### src/sv/dmtt_pkg.sv
// Shared types and constants for the direct-mapped transposition table.
// No dependencies; imported by dmtt_front, dmtt_queue, dmtt_back and the top level.
`timescale 1ns / 1ps

package dmtt_pkg;

    // field widths of the stream items
    localparam int HASH_W     = 64;
    localparam int IN_SCORE_W = 16;
    localparam int BOUND_W    = 2;
    localparam int DEPTH_W    = 8;
    localparam int IN_MOVE_W  = 16;
    localparam int OP_W       = 2;

    // packed bus widths (rounded up to whole bytes)
    localparam int S_TDATA_W  = 144;
    localparam int M_TDATA_W  = 48;

    // defaults for the top-level parameters
    localparam int INDEX_BITS_DEF  = 16;
    localparam int MOVE_WIDTH_DEF  = 16;
    localparam int SCORE_WIDTH_DEF = 16;

    // command queue between front and back
    localparam int QUEUE_DEPTH = 2;
    localparam int QPTR_W      = $clog2(QUEUE_DEPTH);
    localparam int QCNT_W      = $clog2(QUEUE_DEPTH + 1);

    typedef enum logic [OP_W-1:0] {
        OP_LOOKUP      = 2'd0,
        OP_SAVE_DERIVE = 2'd1,
        OP_SAVE_GIVEN  = 2'd2,
        OP_CLEAR       = 2'd3
    } op_t;

    typedef enum logic [BOUND_W-1:0] {
        BOUND_NONE  = 2'd0,
        BOUND_UPPER = 2'd1,
        BOUND_LOWER = 2'd2,
        BOUND_EXACT = 2'd3
    } bound_t;

    // classified command, as queued for the back end
    typedef struct packed {
        op_t                    op;
        logic [HASH_W-1:0]      hash;
        logic [IN_SCORE_W-1:0]  score;
        bound_t                 bound;
        logic [DEPTH_W-1:0]     depth;
        logic [IN_MOVE_W-1:0]   move;
    } cmd_t;

    // back end status seen by the front end
    typedef struct packed {
        logic clearing;
    } back_status_t;

endpackage

### src/sv/dmtt_front.sv
// Front end: takes input transfers, decodes the op and derives the bound.
// Depends on dmtt_pkg; feeds dmtt_queue.
`timescale 1ns / 1ps

module dmtt_front import dmtt_pkg::*; (
    input  logic                 s_tvalid,
    output logic                 s_tready,
    input  logic [S_TDATA_W-1:0] s_tdata,
    input  logic [OP_W-1:0]      s_tuser,
    input  back_status_t         status,
    input  logic                 q_full,
    output logic                 push,
    output cmd_t                 push_cmd
);

    logic signed [IN_SCORE_W-1:0] score;
    logic signed [IN_SCORE_W-1:0] alpha;
    logic signed [IN_SCORE_W-1:0] beta;
    bound_t                       bound_given;
    bound_t                       bound_derived;
    op_t                          op;

    assign op          = op_t'(s_tuser);
    assign score       = $signed(s_tdata[79:64]);
    assign alpha       = $signed(s_tdata[95:80]);
    assign beta        = $signed(s_tdata[111:96]);
    assign bound_given = bound_t'(s_tdata[113:112]);

    // upper wins over lower when the window is inverted
    always_comb begin
        if (score <= alpha) begin
            bound_derived = BOUND_UPPER;
        end else if (score >= beta) begin
            bound_derived = BOUND_LOWER;
        end else begin
            bound_derived = BOUND_EXACT;
        end
    end

    always_comb begin
        push_cmd.op    = op;
        push_cmd.hash  = s_tdata[63:0];
        push_cmd.score = s_tdata[79:64];
        push_cmd.depth = s_tdata[121:114];
        push_cmd.move  = s_tdata[137:122];
        case (op)
            OP_SAVE_DERIVE: push_cmd.bound = bound_derived;
            OP_SAVE_GIVEN:  push_cmd.bound = bound_given;
            default:        push_cmd.bound = BOUND_NONE;
        endcase
    end

    assign s_tready = !q_full && !status.clearing;
    assign push     = s_tvalid && s_tready;

endmodule

### config.mk
export PLATFORM = sky130hd
export DESIGN_NAME = dmtt_front
export DESIGN_NICKNAME = d
export VERILOG_FILES = /design/src/sv/dmtt_pkg.sv /design/src/sv/dmtt_front.sv
export SDC_FILE = /design/constraint.sdc
export NUM_CORES = 1
export LEC_CHECK = 0
export BUFFER_PORTS_ARGS = -buffer_cell sky130_fd_sc_hd__buf_2
export CORE_AREA = 2 2 102 104
export DETAILED_ROUTE_END_ITERATION = 10
export DIE_AREA = 0 0 104 106
export MAX_ROUTING_LAYER = met4
export PLACE_DENSITY = 0.5
export SETUP_SLACK_MARGIN = 0.4
export SLEW_MARGIN = 20
export SYNTH_ARGS = -nofsm -noshare
export SYNTH_HDL_FRONTEND = slang
export SYNTH_SLANG_ARGS = --single-unit
### constraint.sdc
create_clock -name vclk -period 2.8
set_clock_uncertainty 0.15 [all_clocks]
set_input_delay 0.14 -clock vclk [all_inputs]
set_output_delay 0.14 -clock vclk [all_outputs]
set_load 0.01 [all_outputs]
## Word-level counts from Yosys, hierarchy flattened

Cells that the tools add are included.

- Register bits after elaboration: 0
- Bits in latches: 0
- Memory bits (writable): 0
- Bits in read-only memories: 0
- Output and inout port bits: 110
- Logic and storage cells: 11
- Memories kept: 0

- Add/subtract/negate cells: 0
- Multiply operators: 0
- Div/mod/pow operators: 0
- Order comparisons: 2
- Equal/unequal tests: 2
- Shift-type cells: 0
- Muxes and demuxes: 3
- Bitwise operators: 0
- Reductions and logical operators: 4

Operators by type and width:

| kind | number |
|---|---|
| >= comparator 16 bit | 1 |
| less-or-equal comparator 16 bit | 1 |
| case mux 2 bit (2 select lines) | 1 |
| equality test 2 x 1 -> 1 bit, second input constant | 1 |
| equality test 2 bit, second input constant | 1 |
| logical AND 1 bit | 2 |
| logical NOT 1 bit | 2 |
| 2-to-1 mux 2 bit | 1 |
| 2-to-1 mux 1 bit | 1 |

## Depth between registers and ports, before layout

Gate-level depths: netlist (run 1).

- Depth in word-level cells: 4
- Depth in mapped cells: 8
- Gate-level depth less buffers: 8

## Least setup slack after synthesis (run 1)

OpenSTA, ideal clock, no wires.

- Kind: input to output
- Start: input port s_tdata[95]
- End: output port push_cmd[25] (netlist name)
- Data arrival time: 1,729 ps
- Data required time: 2,510 ps
- Setup slack: 781 ps
- Cell stages on the path: 8
- Cells stage by stage: inv_1 -> ha_1 -> nand4_2 -> or4_4 -> a21oi_2 -> nor3_1 -> o31a_1 -> nor2_1

RTL lines:

| element | RTL line | RTL |
|---|---|---|
| start: declaration | dmtt_front.sv:8 | `input logic [S_TDATA_W-1:0] s_tdata,` |
| end: declaration | dmtt_front.sv:13 | `output cmd_t push_cmd` |

==> metrics.cfg, run 1 <==
[grt]
overflow = 0
grt_pass1_vias = 1226
antenna_found_initial = 0
grt_max_degree = 5
grt_usage = 0.0679
grt_pass1_wl_um = 5820

[pwr]
vdd_drop_max_v = 0.0000289
cellLeakagePower_nw = 0.873
power_mw = 0.209
p_per_area_mw_per_mm2 = 134

[routing]
vias_per_cell = 3.68
dr.pass1.iters = 2
drt_iter0_drc = 15
wl_per_cell_um = 12.2
wirelength_um = 4150
ant_nets = 0
vias = 1255
drc = 0

[timing]
clock.fmax_mhz = 438
setup_viol = 0
period_share = 0.815
worst_pin_slew_ns = 0.308
rsz0062_at_grt = false
drv_slew = 0
finalCriticalPeriod_ns = 2.28
holdWs_ns = 0.130
relSlewSlack = 0.794
fin_setup_tns_ns = 0
hold_viol_final = 0

[run]
drv_cap = 0

[placed_design]
port_buffers = 77
dpl.cell_count = 339
gp_congestion = 0.766
hpwl_um = 3770

[synth]
ys_seq_area_frac = 0
syn_area_per_cell_um2 = 7.30
yosysTopAreaCellShare = 0.470
syn-num-nets = 415
netlist_area_mm2 = 0.00169
synth_warnings = 0
ys_top_cells_by_count = 106 x buf_4, 35 x inv_1, 34 x ha_1
synth_top_cell_by_area = buf_4
yosysMostFrequentCell = buf_4
synth_cell_types = 24
syn_inst = 232
synthTopCellsByArea = buf_4 47%, ha_1 25%, inv_1 7.8%, a21oi_1 3.3%, nand4_1 2.6%

[floorplanning]
start_util = 0.169
fp.dieH_um = 106
io_pins = 259
die_w_um = 104
fp.dieArea_mm2 = 0.0110
rows = 37
core_area_mm2 = 0.0100

[finish]
fill_cells = 1183
multi_input_area_um2 = 860
clock_buffer_count = 0
flops_and_latches = 0
antenna_cells = 0
syn2layout_area_growth_pct = -7.76
seq_area_um2 = 0
nets = 390
drive_gt1_frac = 0.434
final_cells = 341

[critical_path]
cp.required_ns = 2.51
path_max_fanout = 3
end_kind = output port
worst_ep_arrival_time_ns = 1.99
crit_path_start_kind = input pin
worstSetupPathType = input pin to output port

[worst_hold_path]
whs_endpoint = push_cmd[100]
hold_start = s_tdata[58]
hold_path_class = input pin to output port
whs_path_depth = 0

[status]
status = completed

[what timing repair did]
item,CTS,global route
hold buffers,0,0
setup buffers,0,2
gates resized for setup,0,13
setup endpoints to repair,0,2
[worst max-delay path by stage]
stage	depth (start not counted)	startpoint	end
final	9	s_tdata[73]	push_cmd[25]
after CTS	9	s_tdata[79]	push_cmd[25]
after detailed placement	9	s_tdata[79]	push_cmd[25]
after global routing	9	s_tdata[79]	push_cmd[24]
after global placement	9	s_tdata[69]	push_cmd[24]
after floorplan	8	s_tdata[95]	push_cmd[25]
[area by class of cell]
| type | instances | share of cell area |
|---|---|---|
| Inverter | 35 | 0.0841 |
| Timing Repair Buffer | 79 | 0.256 |
| Multi-Input combinational cell | 91 | 0.550 |
| Tap cell | 136 | 0.109 |
[cells by family after synthesis]
kind of cell | after synthesis | share of synthesized area
buffers and inverters | 141 | 0.548
adder cells (fa/ha/maj) | 34 | 0.251
AND/OR/NAND/NOR | 30 | 0.0983
AO/OA/AOI/OAI | 27 | 0.103
[placed cells by master (no fill, tap or decap)]
master | netlist | routed
a31oi_1 | 1 | 1
a21o_1 | 3 | 3
nand2_1 | 7 | 7
a21oi_4 | 0 | 1
a21oi_1 | 11 | 11
nor3_4 | 0 | 1
nor2_1 | 5 | 5
o211ai_1 | 2 | 2
nand4_1 | 7 | 7
or4_4 | 1 | 1
ha_4 | 0 | 4
ha_1 | 34 | 30
inv_1 | 35 | 35
buf_2 | 0 | 77
nand3_1 | 3 | 3
o21ai_0 | 3 | 1
a221o_1 | 2 | 2
nor2b_1 | 2 | 2
o31ai_1 | 1 | 1
or4_1 | 2 | 2
o21ai_1 | 0 | 2
o22ai_2 | 0 | 1
and2_1 | 1 | 1
o31a_1 | 1 | 1
a2111oi_4 | 0 | 1
nand4_2 | 1 | 1
buf_4 | 106 | 2
[stage by stage]
step,area (um^2),utilization,setup slack [ns]
after detailed placement,1450,0.145,0.424
after global routing,1560,0.156,0.394
after CTS,1450,0.145,0.418
after floorplan,1690,-,0.781
after global placement,1450,0.145,0.399
final,1560,0.156,0.517
[routing by layer]
metal | GRT usage | vias up | share of wire | wire length [um]
met3 | 0.0153 | 42 | 0.096 | 400
met1 | 0.0644 | 526 | 0.35 | 1460
met4 | 0.0541 | 0 | 0.085 | 351
li1 | - | 604 | - | -
met5 | - | - | 0 | 0
met2 | 0.119 | 83 | 0.47 | 1940
[critical path, cell delays in order]
cell     delay (ns)
buf_2          0.13
ha_4           0.26
nand4_1        0.15
or4_4          0.55
a21oi_4        0.16
nor3_4         0.07
o31a_1         0.28
nor2_1         0.11
buf_2          0.14
[power by group]
| group | leakage (nW) | total (mW) | switching, mW | internal [mW] |
|---|---|---|---|---|
| sequential | 0 | 0 | 0 | 0 |
| combinational | 0.873 | 0.209 | 0.110 | 0.0992 |
| clock | 0 | 0 | 0 | 0 |
Note: power is estimated with default switching activity, not from simulation.
==> inputs of run 2 (changes only) <==
==> constraint.sdc (replaced) <==
create_clock -name vclk -period 2.15
set_clock_uncertainty 0.15 [all_clocks]
set_input_delay 0.1075 -clock vclk [all_inputs]
set_output_delay 0.1075 -clock vclk [all_outputs]
set_load 0.01 [all_outputs]
==> run 2 against run 1 <==
The flow now finishes with violations (setup timing). First-iteration DRC count shrank 67%. Combinational power up 73%. Core utilization rose by 3.7 points. Critical endpoint is now push_cmd[24].
==> metrics.cfg, run 2 (synthesis results as in run 1) <==
[timing]
finalWorstSetupSlack_ns = -0.00866
finalCriticalPeriod_ns = 2.16
worst_pin_slew_ns = 0.385
period_share = 1.00
drv_slew = 0
relSlewSlack = 0.742
setup_viol = 1
hold_viol_final = 0
clock.fmax_mhz = 463
rsz0062_at_grt = true

[pwr]
vdd_drop_max_v = 0.0000627
power_mw = 0.362
p_per_area_mw_per_mm2 = 187
cellLeakagePower_nw = 0.940

[routing]
vias = 1308
vias_per_cell = 3.74
wirelength_um = 4590
ant_nets = 0
drc = 0
wl_per_cell_um = 13.1
dr.pass1.iters = 2
drt_iter0_drc = 5

[grt]
grt_pass1_wl_um = 6890
grt_usage = 0.0800
overflow = 0
antenna_found_initial = 0
grt_max_degree = 5
grt_pass1_vias = 1404

[critical_path]
cpMaxStageDelayCell = or4_1
worstSetupPathType = input pin to output port
critical_path.cell_chain = buf_8, ha_4, nor2b_1, o211ai_1, a2111oi_4, or4_1, nand4_1, a31oi_2, buf_2
path_max_fanout = 2
cp.required_ns = 1.89
end_kind = output port
worst_ep_arrival_time_ns = 1.90
crit_path_start_kind = input pin
cp_slowest_stage_delay_ns = 0.49

[status]
status = finished, violations left
violations = setup timing

[run]
drv_cap = 0

[worst_hold_path]
hold_path_class = input pin to output port

[finish]
antenna_cells = 0
flops_and_latches = 0
multi_input_area_mm2 = 0.00106
nets = 399
syn2layout_area_growth_pct = 14.0
fill_cells = 1154
drive_gt1_frac = 0.584
layout_commonest_cell = buf_2
clock_buffer_count = 0
seq_area_um2 = 0
layout_common_cells = 67 x buf_2, 28 x inv_1, 17 x ha_1, 17 x ha_4, 11 x buf_4
fin_util = 0.193

[placed_design]
gp_congestion = 0.761
hpwl_um = 4150
dp_slack_ns = -0.126
port_buffers = 77

[floorplanning]
core_area_mm2 = 0.0100
start_util = 0.169
fp.dieArea_mm2 = 0.0110
io_pins = 259
die_w_um = 104
fp.dieH_um = 106
rows = 37

[clock_network]
hold_buffers = 0

## run 2: worst max-delay path: cells and delay by family
family                     cells  cell delay (ns)
adders and majority gates      1             0.23
and+or+nand+nor                3             0.75
AOI/OAI and AO/OA              3             0.57
buffers and inverters          2             0.24
## run 2: stage by stage
stage | hold WS [ns] | instances | TNS (ns) | cell area (um^2)
CTS | 0.0651 | 350 | -0.0120 | 1880
global placement | 0.0651 | 345 | -0.185 | 1690
detailed placement | 0.0651 | 345 | -0.224 | 1690
global route | 0.0650 | 350 | -0.103 | 1930
finish | 0.0650 | 350 | -0.00866 | 1930
floorplan | 0.112 | 232 | 0 | 1890
## run 2: worst paths after layout
path	slack, ns	to	cells after the start	start
hold / removal	0.07	push_cmd[100]	0	s_tdata[58]
setup / recovery	-0.009	push_cmd[24]	9	s_tdata[65]
## run 2: final cells by class
type / instances / area share
Inverter: 35 / 0.0797
Multi-Input combinational cell: 91 / 0.552
Tap cell: 136 / 0.0881
Timing Repair Buffer: 88 / 0.281
## run 2: routing by layer
| metal | track usage | up-vias | part of all wire |
|---|---|---|---|
| met5 | - | - | 0 |
| met4 | 0.0569 | 0 | 0.075 |
| met3 | 0.0166 | 52 | 0.086 |
| met2 | 0.135 | 76 | 0.46 |
| met1 | 0.0836 | 557 | 0.38 |
| li1 | - | 623 | - |
## run 2: repair_timing
item / CTS / global route
endpoints found under the hold margin: 0 / 0
pin swaps: 17 / 11
setup endpoints to repair: 2 / 2
buffers inserted: 5 / 0
resized for setup: 33 / 8
## run 2: power breakdown
part	leakage, nW	internal [mW]	switching (mW)	total (mW)
clock network	0	0	0	0
registers	0	0	0	0
logic	0.940	0.187	0.175	0.362
total	0.940	0.187	0.175	0.362
