===== config.mk =====
export PLATFORM = sky130hd
export DESIGN_NAME = dmtt_queue
export DESIGN_NICKNAME = d
export VERILOG_FILES = /design/src/sv/dmtt_pkg.sv /design/src/sv/dmtt_queue.sv
export SDC_FILE = /design/constraint.sdc
export NUM_CORES = 1
export LEC_CHECK = 0
export BUFFER_PORTS_ARGS = -buffer_cell sky130_fd_sc_hd__buf_2
export CORE_ASPECT_RATIO = 2
export CORE_MARGIN = 5
export CORE_UTILIZATION = 45
export CTS_CLUSTER_SIZE = 8
export DETAILED_ROUTE_END_ITERATION = 10
export GPL_TIMING_DRIVEN = 0
export PLACE_DENSITY = 0.66
export SLEW_MARGIN = 20
export SYNTH_ARGS = -nofsm -noshare
export SYNTH_HDL_FRONTEND = slang
export SYNTH_SLANG_ARGS = --single-unit

===== constraint.sdc =====
create_clock -name aclk -period 14.3 [get_ports aclk]
set_input_delay 2.86 -clock aclk [delete_from_list [all_inputs] [get_ports aclk]]
set_output_delay 2.86 -clock aclk [all_outputs]
set_load 0.05 [all_outputs]

===== src/sv/dmtt_pkg.sv =====
// Shared types and constants for the direct-mapped transposition table.
// No dependencies; imported by dmtt_front, dmtt_queue, dmtt_back and the top level.
`timescale 1ns / 1ps

package dmtt_pkg;

    // field widths of the stream items
    localparam int HASH_W     = 64;
    localparam int IN_SCORE_W = 16;
    localparam int BOUND_W    = 2;
    localparam int DEPTH_W    = 8;
    localparam int IN_MOVE_W  = 16;
    localparam int OP_W       = 2;

    // packed bus widths (rounded up to whole bytes)
    localparam int S_TDATA_W  = 144;
    localparam int M_TDATA_W  = 48;

    // defaults for the top-level parameters
    localparam int INDEX_BITS_DEF  = 16;
    localparam int MOVE_WIDTH_DEF  = 16;
    localparam int SCORE_WIDTH_DEF = 16;

    // command queue between front and back
    localparam int QUEUE_DEPTH = 2;
    localparam int QPTR_W      = $clog2(QUEUE_DEPTH);
    localparam int QCNT_W      = $clog2(QUEUE_DEPTH + 1);

    typedef enum logic [OP_W-1:0] {
        OP_LOOKUP      = 2'd0,
        OP_SAVE_DERIVE = 2'd1,
        OP_SAVE_GIVEN  = 2'd2,
        OP_CLEAR       = 2'd3
    } op_t;

    typedef enum logic [BOUND_W-1:0] {
        BOUND_NONE  = 2'd0,
        BOUND_UPPER = 2'd1,
        BOUND_LOWER = 2'd2,
        BOUND_EXACT = 2'd3
    } bound_t;

    // classified command, as queued for the back end
    typedef struct packed {
        op_t                    op;
        logic [HASH_W-1:0]      hash;
        logic [IN_SCORE_W-1:0]  score;
        bound_t                 bound;
        logic [DEPTH_W-1:0]     depth;
        logic [IN_MOVE_W-1:0]   move;
    } cmd_t;

    // back end status seen by the front end
    typedef struct packed {
        logic clearing;
    } back_status_t;

endpackage


===== src/sv/dmtt_queue.sv =====
// Two-entry command queue decoupling front and back ends.
// Depends on dmtt_pkg.
`timescale 1ns / 1ps

module dmtt_queue import dmtt_pkg::*; (
    input  logic aclk,
    input  logic aresetn,
    input  logic push,
    input  cmd_t push_cmd,
    output logic full,
    input  logic pop,
    output logic q_valid,
    output cmd_t q_cmd
);

    cmd_t              slot_reg [QUEUE_DEPTH];
    logic [QPTR_W-1:0] wr_ptr_reg, wr_ptr_next;
    logic [QPTR_W-1:0] rd_ptr_reg, rd_ptr_next;
    logic [QCNT_W-1:0] count_reg, count_next;
    logic              do_push, do_pop;

    assign full    = (count_reg == QCNT_W'(QUEUE_DEPTH));
    assign q_valid = (count_reg != '0);
    assign q_cmd   = slot_reg[rd_ptr_reg];
    assign do_push = push && !full;
    assign do_pop  = pop && q_valid;

    always_comb begin
        wr_ptr_next = do_push ? wr_ptr_reg + 1'b1 : wr_ptr_reg;
        rd_ptr_next = do_pop ? rd_ptr_reg + 1'b1 : rd_ptr_reg;
        count_next  = count_reg;
        if (do_push && !do_pop) begin
            count_next = count_reg + 1'b1;
        end else if (do_pop && !do_push) begin
            count_next = count_reg - 1'b1;
        end
    end

    always_ff @(posedge aclk) begin
        if (!aresetn) begin
            wr_ptr_reg <= '0;
            rd_ptr_reg <= '0;
            count_reg  <= '0;
        end else begin
            wr_ptr_reg <= wr_ptr_next;
            rd_ptr_reg <= rd_ptr_next;
            count_reg  <= count_next;
        end
    end

    always_ff @(posedge aclk) begin
        if (do_push) begin
            slot_reg[wr_ptr_reg] <= push_cmd;
        end
    end

endmodule


# After elaboration in Yosys (flattened, before gate mapping)
# Memory sizes are Yosys's and may differ from the RTL's. A register that Yosys moved wholly into a read port is not among the register bits.
# Index checks and enable logic that the tools add are counted.
[word_totals]
reg_bits = 4
ram_bits = 216
in_bits = 112
output_inout_bits = 110
wordCells = 24
mem_count = 1
[classes]
n_addsub = 4
n_eq_ne = 1
muxes = 6
reduce_logical = 9
[memory_table]
columns = ["name", "words", "word_bits", "rd", "rd_ports_with_merged_regs", "wr", "line_no", "rtl"]
rows = [
  ["slot_reg", 2, 108, 1, 1, 1, "dmtt_queue.sv:16", "cmd_t slot_reg [QUEUE_DEPTH];"],
]
[op_table]
columns = ["cell", "n"]
rows = [
  ["$logic_and A1 B1 Y1", 4],
  ["$mux W1", 4],
  ["$mux W2", 2],
  ["$reduce_bool A2 Y1", 2],
  ["$logic_not A1 Y1", 3],
  ["$add A1 B1 Y1 const B", 2],
  ["$add A2 B1 Y2 const B", 1],
  ["$eq A2 B2 Y1 const B", 1],
  ["$sub A2 B1 Y2 const B", 1],
]

# Depth between registers and ports, before layout
# Gate-level depths: netlist of run 1.
[logic_depth]
depth_word = 7
ltp_mapped = 7
ltp_nobuf = 7

# Least setup slack after synthesis of run 1
# OpenSTA, ideal clock, no wires.
[synth_path]
kind = "in2reg"
start = "input port push"
end = "memory slot_reg[0][0] (netlist bit) (enable)"
setup_time_ns = 0.557
t_arrival_ns = 7.116
required_ns = 13.743
path_slack_ns = 6.627
stages = 2
path_buffers = 0
path_cell_list = "inv_1 nor3_2"
[synth_via]
elab_chain_len = 3
[synth_rtl]
columns = ["item", "line_no", "rtl"]
rows = [
  ["start, declared", "dmtt_queue.sv:8", "input logic push,"],
  ["$logic_and A1 B1 Y1", "dmtt_queue.sv:25", "assign do_push = push && !full;"],
  ["$mux W1", "dmtt_queue.sv:52", "if (do_push) begin"],
  ["$mux W1 (implied by the code)", "dmtt_queue.sv:53", "slot_reg[wr_ptr_reg] <= push_cmd;"],
  ["end, declared", "dmtt_queue.sv:16", ""],
]
# No other way between the ends.

==> results.md, run 1 <==
* Synth Area in XOR/XNOR at 0.00324
* H-Tree Depth at 1
* First-pass GRT wire length at 24800 um
* # rows at 69
* Proportion of synthesized area in mux cells at 0.159
* WP data required at 11.44 ns
* Sequential share of power at 0.370
* Switching Share at 0.362
* Initial antenna violation count at 7
* Minimum clock period at 4.77 ns
* Peak VDD IR at 0.144 mV
* Worst skew pair latency at 0.54 ns
* Final instance area at 10500 um2
* Largest net degree at the start of global routing at 47
* Worst Tran Pin Value at 0.687 ns
* # setup viols final at 0
* Crit end category: output pin
* Worst Path Max Fanout at 10
* Setup TNS at 0 ns
* Avg WL per Cell at 19.5 um
* Total global routing overflow at 0
* F_max at 0.209 GHz
* Detailed placer's ending HPWL at 11700 um
* Worst hold stages at 2
* HP Class: register to register
* Post-synth net total at 474
* Area contributors post-synth: edfxtp_1 80%, mux2_2 12%, mux2_4 3.7%
* CTS max path bufs at 3
* Final hold slack at 0.559 ns
* Worst Reg-to-Reg Cells at 6
* Synth Area in Compound Gates at 0.00402
* Cells after Synth at 361
* Area Overhead vs Synth at 29.5%
* RSZ-0062 raised after global routing: false
* # clock sinks at 221
* Cell area after synthesis at 8100 um2
* Simple-Gate Fraction of Synth Area at 0.00711
* Net Sw Power at 0.000817 W
* Port Buf Inserts at 221
* Clk_skew at 0.0201 ns
* Post-Synth Adder-Cell Area at 0.00154
* Max FFs per register at 216
* Placed cell area at 9640 um2
* CTS tree: built
* Met3 usage at 0.0433
* Arr. time, crit path at 1.91 ns
* Main combinational cell family by area after synthesis: multiplexers
* DIE WIDTH at 105 um
* Clk pin slew, worst setup/hold paths at 0.05 ns
* Hold-fix buffers at CTS at 0
* Starting Density at 0.455
* Warnings, synthesis at 0
* Post-CTS setup buffers at 0
* Vias in the first global route at 4806
* Distinct cells, synth at 22
* Status: completed
* Final period util at 0.334
* Final Hold Viols at 0
* Met1 GRT Util at 0.133
* #FFs+latches synth at 221
* Root Buffer: clkbuf_16
* MaxCap Viol Count at 0
* Placer Congestion at 0.749
* Setup Crit Path Kind: register to output pin
* Core ar. at 17800 um2
* DRT iter0 DRCs at 133
* Total Routing Usage GR at 0.153
* CTS buffer count at 31
* Setup crit start kind: register
* Global route hottest layer: met2
* Rel. slew slack at 0.540
* Mapped Avg Cell Area at 22.4 um2
* Die area at 20900 um2
* Fraction of layout cells with a size suffix above 1 at 0.606
* Global Route met2 Usage at 0.296
* Sequential share of the synthesized area at 0.813
* Post-route DRC violation count at 0
* Vias per std cell at 5.01
* Slew Viols, Final at 0
* Clock share of power at 0.279
* Logic pwr share at 0.351
* Internal at 0.00144 W
* Final #Nets at 737
* Final wirelength at 16700 um
* Leak at 4.00 nW
* Via count at 4290
* First-pass detailed-route iteration total at 4
* Resized Gates After CTS at 0
* Power per cell area at 215 nW/um2
* Post-DRT Antenna Nets at 0
* Io pins at 222
* Top cell type by total area after synthesis: edfxtp_1
* Die H at 200 um
* Yosys top cell area share at 0.801
## final timing paths
| kind | slack (ns) | startpoint | to |
|---|---|---|---|
| worst min-delay path | 0.56 | count_reg[1]$_SDFFE_PN0P_ | count_reg[1]$_SDFFE_PN0P_ |
| worst max-delay path | 9.53 | register | q_cmd[66] |
| worst max register to register | 12.15 | count_reg[0]$_SDFFE_PN0P_ | slot_reg[0][72]$_DFFE_PP_ |
| worst min register to register | 0.56 | count_reg[1]$_SDFFE_PN0P_ | count_reg[1]$_SDFFE_PN0P_ |
## final cells by class
cell class	count	area [um2]
Sequential cell	221	6590
Tap cell	213	267
Inverter	2	7.51
Clock inverter	2	13.8
Antenna cell	7	17.5
Timing Repair Buffer	230	1260
Clock buffer	44	825
Buffer	12	85.1
Multi-Input combinational cell	126	1430
Fill cell	1361	7290
## Yosys cell counts
library cell / count
and2_1: 3
nor2_1: 1
mux2_4: 20
buf_6: 4
or3_1: 1
edfxtp_1: 216
nor3_2: 1
mux2_2: 88
dfxtp_1: 5
a21boi_1: 1
a21boi_0: 1
o21ai_1: 1
xor2_1: 1
or2_2: 1
o21a_1: 1
xnor2_1: 2
nand2b_1: 1
inv_1: 2
buf_2: 8
o21ai_0: 1
and3_1: 1
ha_1: 1
## cells by family (layout without fill, tap and decap cells)
family / Yosys count / in the layout
compound gates: 5 / 5
simple gates: 9 / 9
fa+ha+maj: 1 / 1
other cells: 0 / 7
mux: 108 / 108
xor+xnor: 3 / 3
flops: 221 / 221
buf+inv: 14 / 290
## power groups by stage
stage	registers, W	clock network, W	logic [W]
2_1_floorplan	0.000853	0	0.000609
3_3_place_gp	0.000863	0	0.000769
3_5_place_dp	0.000847	0	0.000801
4_1_cts	0.000835	0.000649	0.000803
5_1_grt	0.000841	0.000676	0.000827
6_report	0.000835	0.000629	0.000791
## cell usage in the layout, fill, tap and decap left out, drive strengths merged, types with 2 or more instances in the layout
cell type / n
buf: 242
edfxtp: 216
mux2: 108
clkbuf: 44
diode: 7
dfxtp: 5
and2: 3
inv: 3
xnor2: 2
o21ai: 2
a21boi: 2
## per-stage QoR
stage	power, W	std cells	utilization	setup slack, ns
6_report	0.00226	857	0.590	9.53
5_1_grt	0.00234	854	0.589	9.44
4_1_cts	0.00229	850	0.589	9.46
3_5_place_dp	0.00165	804	0.542	9.74
3_3_place_gp	0.00163	795	0.533	4.34
2_1_floorplan	0.00146	361	-	6.63
## metal layers
layer,vias up,share of wire
met5,-,0.0023
met4,6,0.052
met3,56,0.071
met2,173,0.57
met1,2087,0.30
li1,1968,-
## worst max-delay path, cell delays in order, from the launching register on
cell and delay, ns:
dfxtp_1 0.32, buf_6 0.15, buf_6 0.17, buf_6 0.19, mux2_4 0.32, buf_2 0.21
Power figures use the tool's default switching activity.
==> run 2, diff against run 1 <==
--- a/config.mk
+++ b/config.mk
@@ -12,7 +12,7 @@
 export CTS_CLUSTER_SIZE = 8
 export DETAILED_ROUTE_END_ITERATION = 10
 export GPL_TIMING_DRIVEN = 0
-export PLACE_DENSITY = 0.66
+export PLACE_DENSITY = 0.69
 export SLEW_MARGIN = 20
 export SYNTH_ARGS = -nofsm -noshare
 export SYNTH_HDL_FRONTEND = slang
==> constraint.sdc (replaced) <==
create_clock -name aclk -period 4.1 [get_ports aclk]
set_input_delay 0.82 -clock aclk [delete_from_list [all_inputs] [get_ports aclk]]
set_output_delay 0.82 -clock aclk [all_outputs]
set_load 0.05 [all_outputs]
==> results.md, run 2 (same netlist as run 1, synthesis figures left out) <==
* F_max at 0.370 GHz
* Hold-fix buffers at CTS at 0
* Crit path largest cell delay at 0.32 ns
* HP Class: input pin to register
* Util after Layout at 0.589
* # rows at 69
* Minimum clock period at 2.70 ns
* Non-Filler Instances at 850
* Final Hold Viols at 0
* Leak at 4.00 nW
* Clk pin slew, worst setup/hold paths at 0.05 ns
* MaxCap Viol Count at 0
* RSZ-0062 raised after global routing: false
* Starting Density at 0.455
* Setup crit start kind: register
* DIE WIDTH at 105 um
* Power per cell area at 749 nW/um2
* Arr. time, crit path at 1.88 ns
* Rel. slew slack at 0.644
* WP data required at 3.28 ns
* Most common cell after layout, fill and taps aside: buf_2
* Largest net degree at the start of global routing at 44
* Resized Gates After CTS at 0
* Filler instances at 1367
* Status: completed
* Slowest-stage cell, CP: dfxtp_1
* Die H at 200 um
* Port Buf Inserts at 221
* Root Buffer: clkbuf_16
* Die area at 20900 um2
* Max FFs per register at 216
* CTS max path bufs at 3
* CTS tree: built
* Worst Path Max Fanout at 10
* Io pins at 222
* Clk_skew at 0.0102 ns
* Via count at 4220
* CTS buffer count at 31
* Crit end category: output pin
* Post-DRT Antenna Nets at 0
* Post-route DRC violation count at 0
* Final period util at 0.659
* # clock sinks at 221
* Detailed placer's ending HPWL at 12200 um
* Initial antenna violation count at 4
* # setup viols final at 0
* Worst Tran Pin Value at 0.534 ns
* First-pass GRT wire length at 24900 um
* Worst-path cell chain: buf_6 > buf_6 > buf_6 > mux2_4 > buf_2
* Avg WL per Cell at 19.7 um
* Post-CTS setup buffers at 0
* Slew Viols, Final at 0
* First-pass detailed-route iteration total at 4
* Most frequent CP cell: buf_6
* Peak VDD IR at 0.514 mV
* Total global routing overflow at 0
* DRT iter0 DRCs at 118
* Total Routing Usage GR at 0.153
* Commonest non-fill, non-tap cells in the layout: 229 x buf_2, 216 x edfxtp_1, 88 x mux2_2, 31 x clkbuf_16, 20 x mux2_4
* Placer Congestion at 0.738
* Vias in the first global route at 4812
* Setup Crit Path Kind: register to output pin
* Fraction of layout cells with a size suffix above 1 at 0.609
* Placed Cells at 805
* H-Tree Depth at 1
* Core ar. at 17800 um2
* Vias per std cell at 4.96
* Final wirelength at 16800 um
* Setup TNS at 0 ns
* Final #Nets at 738
* Worst skew pair latency at 0.52 ns
* Area Overhead vs Synth at 29.3%
[run 2: changes by cell type in the layout (fill, tap and decap cells not counted), sizes merged]
cell	delta
diode	-4
clkbuf	-3
buf	+1
inv	-1
[run 2: power by group]
group          internal (W)  total, W  switching [W]  leakage (nW)
clock network       0.00134   0.00216       0.000813         0.398
logic              0.000820   0.00277        0.00195          1.54
registers           0.00284   0.00291      0.0000738          2.06
total               0.00500   0.00784        0.00283          4.00
[run 2: final timing paths]
| path | from | end | slack, ns | cells past startpoint |
|---|---|---|---|---|
| min reg2reg | count_reg[1]$_SDFFE_PN0P_ | count_reg[1]$_SDFFE_PN0P_ | 0.53 | 2 |
| min | push_cmd[28] | slot_reg[1][28]$_DFFE_PP_ | 0.49 | 1 |
| max | register | q_cmd[83] | 1.40 | 5 |
| max reg2reg | count_reg[0]$_SDFFE_PN0P_ | slot_reg[0][2]$_DFFE_PP_ | 2.23 | 6 |
[run 2: layout make-up]
type                            count  area [um2]  area share
Inverter                            2        7.51    0.000717
Antenna cell                        3        7.51    0.000717
Sequential cell                   221        6590       0.629
Clock inverter                      1        5.00    0.000478
Multi-Input combinational cell    126        1430       0.137
Tap cell                          213         267      0.0255
Clock buffer                       41         813      0.0777
Timing Repair Buffer              231        1270       0.121
Buffer                             12        85.1     0.00813
[run 2: stage by stage]
stage | hold slack, ns | cell area [um2] | setup WS, ns | power (W)
floorplan | 0.479 | 8110 | 0.173 | 0.00509
global route | 0.468 | 10500 | 1.28 | 0.00814
CTS | 0.467 | 10500 | 1.34 | 0.00794
global placement | 0.500 | 9480 | -1.13 | 0.00567
finish | 0.492 | 10500 | 1.40 | 0.00784
detailed placement | 0.523 | 9640 | 1.85 | 0.00576
[run 2: critical path, delay by kind of cell (launching register included)]
family	cells	cell delay, ns
DFF	1	0.32
muxes	1	0.32
buffers and inverters	4	0.73
[run 2: per-layer routing]
layer  global-route usage  share of wire  up-vias
met2                0.299           0.58      157
li1                     -              -     1954
met1                0.144           0.31     2070
met5                    0        0.00042        -
met4               0.0669          0.034        2
met3               0.0424          0.069       37
